==> src/vse_pkg.sv <==
package vse_pkg;

    localparam int MAX_DIM   = 1024;
    localparam int ADDR_W    = $clog2(MAX_DIM);
    localparam int CNT_W     = $clog2(MAX_DIM + 2);
    localparam int SAMPLE_W  = 16;
    localparam int ACC_W     = 44;
    localparam int WIDE_W    = 2 * ACC_W;
    localparam int REM_W     = ACC_W + 4;
    localparam int STEP_W    = $clog2(WIDE_W + 1);
    localparam int RES_W     = 42;

    localparam logic signed [ACC_W:0] ACC_MAX = 45'sd8796093022207;
    localparam logic signed [ACC_W:0] ACC_MIN = -45'sd8796093022207;
    localparam logic [WIDE_W-1:0]     RES_LIM = WIDE_W'(64'd1099511627776);

    localparam logic [2:0] MODE_DOT  = 3'd0;
    localparam logic [2:0] MODE_L2   = 3'd1;
    localparam logic [2:0] MODE_COS  = 3'd2;
    localparam logic [2:0] MODE_LOAD = 3'd3;
    localparam logic [2:0] MODE_QCOS = 3'd4;

    localparam logic [1:0] KIND_DOT  = 2'd0;
    localparam logic [1:0] KIND_L2   = 2'd1;
    localparam logic [1:0] KIND_COS  = 2'd2;
    localparam logic [1:0] KIND_QCOS = 2'd3;

    typedef enum logic [1:0] {
        OP_MUL  = 2'd0,
        OP_SQRT = 2'd1,
        OP_DIV  = 2'd2
    } arith_op_t;

    typedef struct packed {
        logic      start;
        arith_op_t op;
    } arith_ctrl_t;

    typedef struct packed {
        logic busy;
        logic done;
    } arith_stat_t;

endpackage

==> src/vse_arith.sv <==
module vse_arith (
    input  logic                       aclk,
    input  logic                       aresetn,
    input  vse_pkg::arith_ctrl_t       ctrl_i,
    input  logic [vse_pkg::WIDE_W-1:0] wide_i,
    input  logic [vse_pkg::ACC_W-1:0]  narrow_i,
    output vse_pkg::arith_stat_t       stat_o,
    output logic [vse_pkg::WIDE_W-1:0] work_o,
    output logic [vse_pkg::ACC_W-1:0]  root_o
);
    import vse_pkg::*;

    logic [WIDE_W-1:0] work_reg;
    logic [REM_W-1:0]  rem_reg;
    logic [ACC_W-1:0]  root_reg;
    logic [STEP_W-1:0] cnt_reg;
    arith_op_t         op_reg;
    logic              busy_reg;
    logic              done_reg;

    logic [REM_W-1:0]  rem_sh;
    logic [REM_W-1:0]  subtrahend;
    logic [REM_W:0]    diff;
    logic              take;
    logic [ACC_W:0]    mul_sum;

    // one compare-subtract serves both the root and the divide
    always_comb begin
        if (op_reg == OP_SQRT) begin
            rem_sh     = {rem_reg[REM_W-3:0], work_reg[WIDE_W-1 -: 2]};
            subtrahend = {2'b00, root_reg, 2'b01};
        end else begin
            rem_sh     = {rem_reg[REM_W-2:0], work_reg[WIDE_W-1]};
            subtrahend = {4'b0000, root_reg};
        end
        diff    = {1'b0, rem_sh} - {1'b0, subtrahend};
        take    = !diff[REM_W];
        mul_sum = {1'b0, work_reg[WIDE_W-1:ACC_W]}
                + (work_reg[0] ? {1'b0, root_reg} : '0);
    end

    always_ff @(posedge aclk) begin
        if (!aresetn) begin
            busy_reg <= 1'b0;
            done_reg <= 1'b0;
            cnt_reg  <= '0;
            op_reg   <= OP_MUL;
        end else begin
            done_reg <= !ctrl_i.start && busy_reg && (cnt_reg == STEP_W'(1));
            if (ctrl_i.start) begin
                busy_reg <= 1'b1;
                op_reg   <= ctrl_i.op;
                work_reg <= wide_i;
                rem_reg  <= '0;
                root_reg <= (ctrl_i.op == OP_SQRT) ? '0 : narrow_i;
                cnt_reg  <= (ctrl_i.op == OP_DIV) ? STEP_W'(WIDE_W) : STEP_W'(ACC_W);
            end else if (busy_reg) begin
                case (op_reg)
                    OP_SQRT: begin
                        rem_reg  <= take ? diff[REM_W-1:0] : rem_sh;
                        root_reg <= {root_reg[ACC_W-2:0], take};
                        work_reg <= {work_reg[WIDE_W-3:0], 2'b00};
                    end
                    OP_DIV: begin
                        rem_reg  <= take ? diff[REM_W-1:0] : rem_sh;
                        work_reg <= {work_reg[WIDE_W-2:0], take};
                    end
                    default: begin
                        work_reg <= {mul_sum, work_reg[ACC_W-1:1]};
                    end
                endcase
                cnt_reg <= cnt_reg - 1'b1;
                if (cnt_reg == STEP_W'(1)) begin
                    busy_reg <= 1'b0;
                end
            end
        end
    end

    assign stat_o.busy = busy_reg;
    assign stat_o.done = done_reg;
    assign work_o      = work_reg;
    assign root_o      = root_reg;

endmodule

==> config.mk <==
export PLATFORM = sky130hd
export DESIGN_NAME = vse_arith
export DESIGN_NICKNAME = d
export VERILOG_FILES = /design/src/vse_pkg.sv /design/src/vse_arith.sv
export SDC_FILE = /design/constraint.sdc
export NUM_CORES = 1
export LEC_CHECK = 0
export BUFFER_PORTS_ARGS = -buffer_cell sky130_fd_sc_hd__buf_2
export CAP_MARGIN = 20
export CORE_ASPECT_RATIO = 0.9
export CORE_MARGIN = 8
export CORE_UTILIZATION = 40
export CTS_BUF_LIST = sky130_fd_sc_hd__clkbuf_8
export CTS_CLUSTER_SIZE = 8
export DETAILED_ROUTE_END_ITERATION = 16
export MAX_ROUTING_LAYER = met4
export PLACE_DENSITY = 0.66
export SYNTH_ARGS = -nofsm -noshare
export SYNTH_HDL_FRONTEND = slang
export SYNTH_SLANG_ARGS = --single-unit
==> constraint.sdc <==
create_clock -name aclk -period 5.2 [get_ports aclk]
set_input_delay 0.26 -clock aclk [delete_from_list [all_inputs] [get_ports aclk]]
set_output_delay 0.26 -clock aclk [all_outputs]
set_load 0.005 [all_outputs]
==> results of run 1 <==
[layout by cell type (no fill, tap or decap), types with 50 or more instances in the layout]
master,n
buf_2,269
edfxtp_1,179
nor2_1,163
a21oi_1,148
nand2_1,133
ha_1,93
o21ai_0,90
dlygate4sd3_1,82
mux2i_1,77
and2_1,55
xnor2_1,50
[critical path, cell delays in order (launching register included)]
cell and delay (ps):
dfxtp_1 380, inv_1 110, ha_1 300, or2_2 310, ha_1 210, fa_1 410, nand2b_1 190, a21oi_1 230
o21ai_1 150, o31ai_1 310, a41oi_1 290, nor4_1 320, nor2_1 160, o211ai_1 320, buf_4 390, mux2i_1 250
nor2_1 60
[cell families (layout without fill, tap and decap cells)]
group	after synthesis	count (layout)	share of synthesized area [%]
fa+ha+maj	97	97	8.00
other cells	0	9	0
compound gates	575	575	25.6
buf+inv	140	434	3.50
simple gates	449	449	13.5
mux	124	124	8.47
flops	190	190	36.4
xor+xnor	79	79	4.51
[through the flow]
stage	hold WS [ps]	cell area, µm²	setup WS [ps]	util (%)	std cells
4_1_cts	0.201	18400	520	48.1	2438
6_report	47.6	18400	524	48.2	2447
5_1_grt	5.26	18400	146	48.2	2446
3_5_place_dp	524	17200	564	45.0	2324
3_3_place_gp	516	17200	719	45.0	2324
2_1_floorplan	382	15400	291	-	1654
[power by group]
part	switching, mW	internal (mW)	leakage (nW)
sequential	0.144	1.86	1.80
clock	0.648	0.357	0.183
combinational	1.04	0.827	5.67
[layout make-up]
cell class	count	area, µm²	share of cell area, %
Antenna cell	9	22.5	0.123
Clock buffer	17	234	1.27
Clock inverter	15	146	0.797
Inverter	29	111	0.606
Multi-Input combinational cell	1324	9290	50.6
Sequential cell	190	5600	30.5
Tap cell	490	613	3.34
Timing Repair Buffer	373	2360	12.8
[routing by layer]
metal	vias to the layer above	wire length (µm)	global-route usage [%]
met4	0	1580	8.25
met2	617	22500	33.4
li1	6856	-	-
met1	6901	23000	29.8
met5	-	0	-
met3	84	3400	4.19
[worst paths after layout]
check / startpoint / end / slack (ps) / cells after the start
worst max register to register: op_reg[1] / rem_reg[28] / 520 / 16
worst min register to register: cnt_reg[1] / cnt_reg[1] / 530 / 2
worst max-delay path: op_reg[1] / rem_reg[28] / 520 / 16
worst min-delay path: wide_i[1] / work_o[1] / 50 / 3
==> results.json, run 1 <==
{
  "clock_skew_ps": 22.2,
  "syn_nets": 1888,
  "hold_viol": 0,
  "fmaxAchievable_ghz": 0.214,
  "dr.pass1.iters": 6,
  "dpl.hpwl_um": 36200,
  "ys_ff_latch": 190,
  "syn_avg_cell_area_um2": 9.28,
  "largest_reg_flops": 88,
  "syn-instance-count": 1654,
  "clockBufferDepth": 2,
  "critical_path_peak_fanout": 22,
  "die_x_um": 223,
  "async_flop_share_pct": 0,
  "io_buffers": 270,
  "peakVddDrop_mv": 0.158,
  "cts_setup_buffers": 0,
  "crit_path_end_kind": "flip-flop",
  "leakagePower_nw": 7.64,
  "fill_cells": 3603,
  "grt_pass1_wl_um": 79300,
  "status": "finished clean",
  "slew_violations": 0,
  "finalCritPeriodShare_pct": 89.9,
  "crit_arrival_ps": 4910,
  "yosysSeqAreaShare_pct": 36.4,
  "synth_ff_type": "edfxtp_1",
  "synth_common_cells": "edfxtp_1, nor2_1, a21oi_1",
  "ant_nets": 0,
  "synth.area.top_cells": "edfxtp_1, ha_1, mux2i_1, a21oi_1, nor2_1",
  "initial_core_util_pct": 40.3,
  "finalSetupTns_ps": 0,
  "yosys.area.top_type_share_pct": 35.0,
  "drive_gt1_share_pct": 20.6,
  "ctsHoldBuffers": 82,
  "dieArea_mm2": 0.0449,
  "ctsHtreeMaxLevel": 4,
  "core-area_mm2": 0.0381,
  "start_kind": "flip-flop",
  "die_h_um": 202,
  "vias_per_cell": 5.91,
  "maxCapViolCount": 0,
  "synth_edf_count": 179,
  "gp_congestion": 0.925,
  "worstSkewPairLatency_ps": 520,
  "grt_usage_pct": 22.3,
  "min_path_type": "in2reg",
  "worstPathRequired_ps": 5440,
  "rows": 68,
  "cts.sinks": 190,
  "synth_area_mm2": 0.0154,
  "tightest_slew_ps": 1070,
  "synth_top_cell_by_area": "edfxtp_1",
  "ctsResizeCount": 0,
  "ios": 271,
  "yosys_warnings": 0,
  "synth_cell_types": 80,
  "grt_antenna_before_repair": 8,
  "setup_violations": 0,
  "vias": 14500,
  "cts_tree": "yes",
  "wl_um": 50400,
  "wire_per_inst_um": 20.6,
  "rsz0062_at_grt": "no",
  "grt_max_degree": 103,
  "fin_crit_ps": 4680,
  "grt_pass1_vias": 14100,
  "cts_buffers": 17,
  "critical_path_class": "reg2reg",
  "clk_pin_slew_ps": 110,
  "overflow": 0,
  "maxSlewHeadroom_pct": 28.3,
  "p_total_mw": 4.87,
  "final_nets": 2169,
  "drtIter0Drc": 1346,
  "yosysMostFrequentCell": "edfxtp_1",
  "cts_root_buffer": "clkbuf_8",
  "route.detailed.drc": 0,
  "area_growth_pct": 19.6,
  "power_density_mw_per_mm2": 265
}
(Power assumes the default switching activity.)
==> run 2, diff against run 1 <==
--- a/config.mk
+++ b/config.mk
@@ -10,7 +10,6 @@
 export CORE_ASPECT_RATIO = 0.9
 export CORE_MARGIN = 8
 export CORE_UTILIZATION = 40
-export CTS_BUF_LIST = sky130_fd_sc_hd__clkbuf_8
 export CTS_CLUSTER_SIZE = 8
 export DETAILED_ROUTE_END_ITERATION = 16
 export MAX_ROUTING_LAYER = met4
==> run 2 against run 1 <==
Critical endpoint unchanged. Utilization is 1.7 points lower. Count of clock-buffer cells in the layout unchanged. Worst hold slack gained 29 ps. Non-clock buffer count fell by 82. Final cell count down 3.6%. Fmax down 0.36%.
==> results.json, run 2 (synthesized netlist as in run 1, its figures left out) <==
{
  "clockBufferDepth": 2,
  "tightest_slew_ps": 1060,
  "route.detailed.drc": 0,
  "initial_core_util_pct": 40.3,
  "drtIter0Drc": 1426,
  "worstReg2RegEnd": "rem_reg[28]",
  "hold_path_end": "work_o[31]",
  "internal_power_mw": 3.28,
  "setup_violations": 0,
  "layout_commonest_cell": "buf_2",
  "fmaxAchievable_ghz": 0.213,
  "overflow": 0,
  "maxSlewHeadroom_pct": 28.9,
  "ant_nets": 0,
  "min_path_type": "in2reg",
  "cts.sinks": 190,
  "ctsHoldBuffers": 0,
  "clock_skew_ps": 14.9,
  "p_sw_mw": 1.87,
  "seq_power_share_pct": 38.8,
  "r2r-start": "op_reg[1]",
  "dr.pass1.iters": 7,
  "ctsHtreeMaxLevel": 4,
  "grt_max_degree": 103,
  "gp_congestion": 0.925,
  "rsz0062_at_grt": "no",
  "area_growth_pct": 15.5,
  "maxCapViolCount": 0,
  "ff2ff_path_depth": 16,
  "finalSetupTns_ps": 0,
  "critical_path_class": "reg2reg",
  "leakagePower_nw": 7.39,
  "grt_usage_pct": 21.7,
  "ctsResizeCount": 0,
  "largest_reg_flops": 88,
  "final_nets": 2087,
  "hold_viol": 0,
  "clkPwrFrac_pct": 25.9,
  "place_area_mm2": 0.0172,
  "crit_arrival_ps": 4870,
  "wire_per_inst_um": 20.9,
  "wl_um": 49200,
  "start_kind": "flip-flop",
  "io_buffers": 270,
  "critical_path_peak_fanout": 22,
  "peakVddDrop_mv": 0.208,
  "fin_area_mm2": 0.0177,
  "ios": 271,
  "fin_crit_ps": 4690,
  "slew_violations": 0,
  "layout_common_cells": "buf_2, edfxtp_1, nor2_1, a21oi_1, nand2_1",
  "cts_setup_buffers": 0,
  "grt_pass1_vias": 13500,
  "dieArea_mm2": 0.0449,
  "crit_path_end_kind": "flip-flop",
  "cts_tree": "yes",
  "worstSkewPairLatency_ps": 460,
  "worstPathRequired_ps": 5370,
  "die_x_um": 223,
  "clk_pin_slew_ps": 80,
  "power_density_mw_per_mm2": 290,
  "cts_buffers": 17,
  "grt_pass1_wl_um": 76900,
  "holdPathStages": 3,
  "cts_root_buffer": "clkbuf_16",
  "p_total_mw": 5.15,
  "r2r_setup_slack_ps": 510,
  "vias": 14000,
  "rows": 68,
  "min_from": "wide_i[31]",
  "die_h_um": 202,
  "swShare_pct": 36.3,
  "holdWs_ps": 76.7,
  "core-area_mm2": 0.0381,
  "grt_antenna_before_repair": 4,
  "pwr-share-comb_pct": 35.3,
  "dpl.hpwl_um": 36200,
  "drive_gt1_share_pct": 21.5,
  "fill_cells": 3680,
  "status": "finished clean",
  "vias_per_cell": 5.92,
  "finalCritPeriodShare_pct": 90.2
}
run 2: worst max-delay path by stage:
| stage | startpoint | to | cells past startpoint |
|---|---|---|---|
| final | op_reg[1] | rem_reg[28] | 16 |
| after global routing | op_reg[1] | rem_reg[35] | 16 |
| after CTS | op_reg[1] | rem_reg[28] | 16 |
| after detailed placement | op_reg[1] | rem_reg[28] | 16 |
| after global placement | op_reg[1] | rem_reg[35] | 16 |
| after floorplan | op_reg[1] | rem_reg[45] | 19 |
run 2: worst max-delay path, cell delays in order (launching register included):
cell,delay (ps)
dfxtp_1,370
inv_1,110
ha_1,300
or2_2,310
ha_1,210
fa_1,400
nand2b_1,190
a21oi_1,230
o21ai_1,150
o31ai_1,310
a41oi_1,300
nor4_1,320
nor2_1,160
o211ai_1,320
buf_4,390
mux2i_1,260
nor2_1,60
run 2: area by class of cell:
| cell class | count | area [µm²] | share of cell area, % |
|---|---|---|---|
| Multi-Input combinational cell | 1324 | 9290 | 52.4 |
| Sequential cell | 190 | 5600 | 31.6 |
| Timing Repair Buffer | 291 | 1540 | 8.66 |
| Tap cell | 490 | 613 | 3.46 |
| Clock buffer | 17 | 425 | 2.40 |
| Clock inverter | 15 | 146 | 0.826 |
| Inverter | 29 | 111 | 0.628 |
| Antenna cell | 4 | 10.0 | 0.0564 |
run 2: power by group through the flow:
stage	clock [mW]	sequential [mW]	combinational, mW
floorplan	0	1.98	1.32
global placement	0	2.03	1.78
detailed placement	0	2.03	1.79
CTS	1.37	2.00	1.80
global route	1.42	2.02	2.01
finish	1.33	2.00	1.82
run 2: per-stage QoR:
stage	cells	util [%]	setup slack, ps
6_report	2360	46.5	508
3_3_place_gp	2324	45.0	719
2_1_floorplan	1654	-	291
5_1_grt	2360	46.5	163
4_1_cts	2356	46.5	520
3_5_place_dp	2324	45.0	564
run 2: metal layers:
metal / wire (µm) / track usage (%) / up-vias / part of all wire, %
met5: 0 / - / - / 0
met4: 901 / 5.99 / 0 / 1.8
met3: 3270 / 4.26 / 48 / 6.6
met2: 22300 / 32.7 / 561 / 45
met1: 22800 / 29.4 / 6662 / 46
li1: - / - / 6701 / -
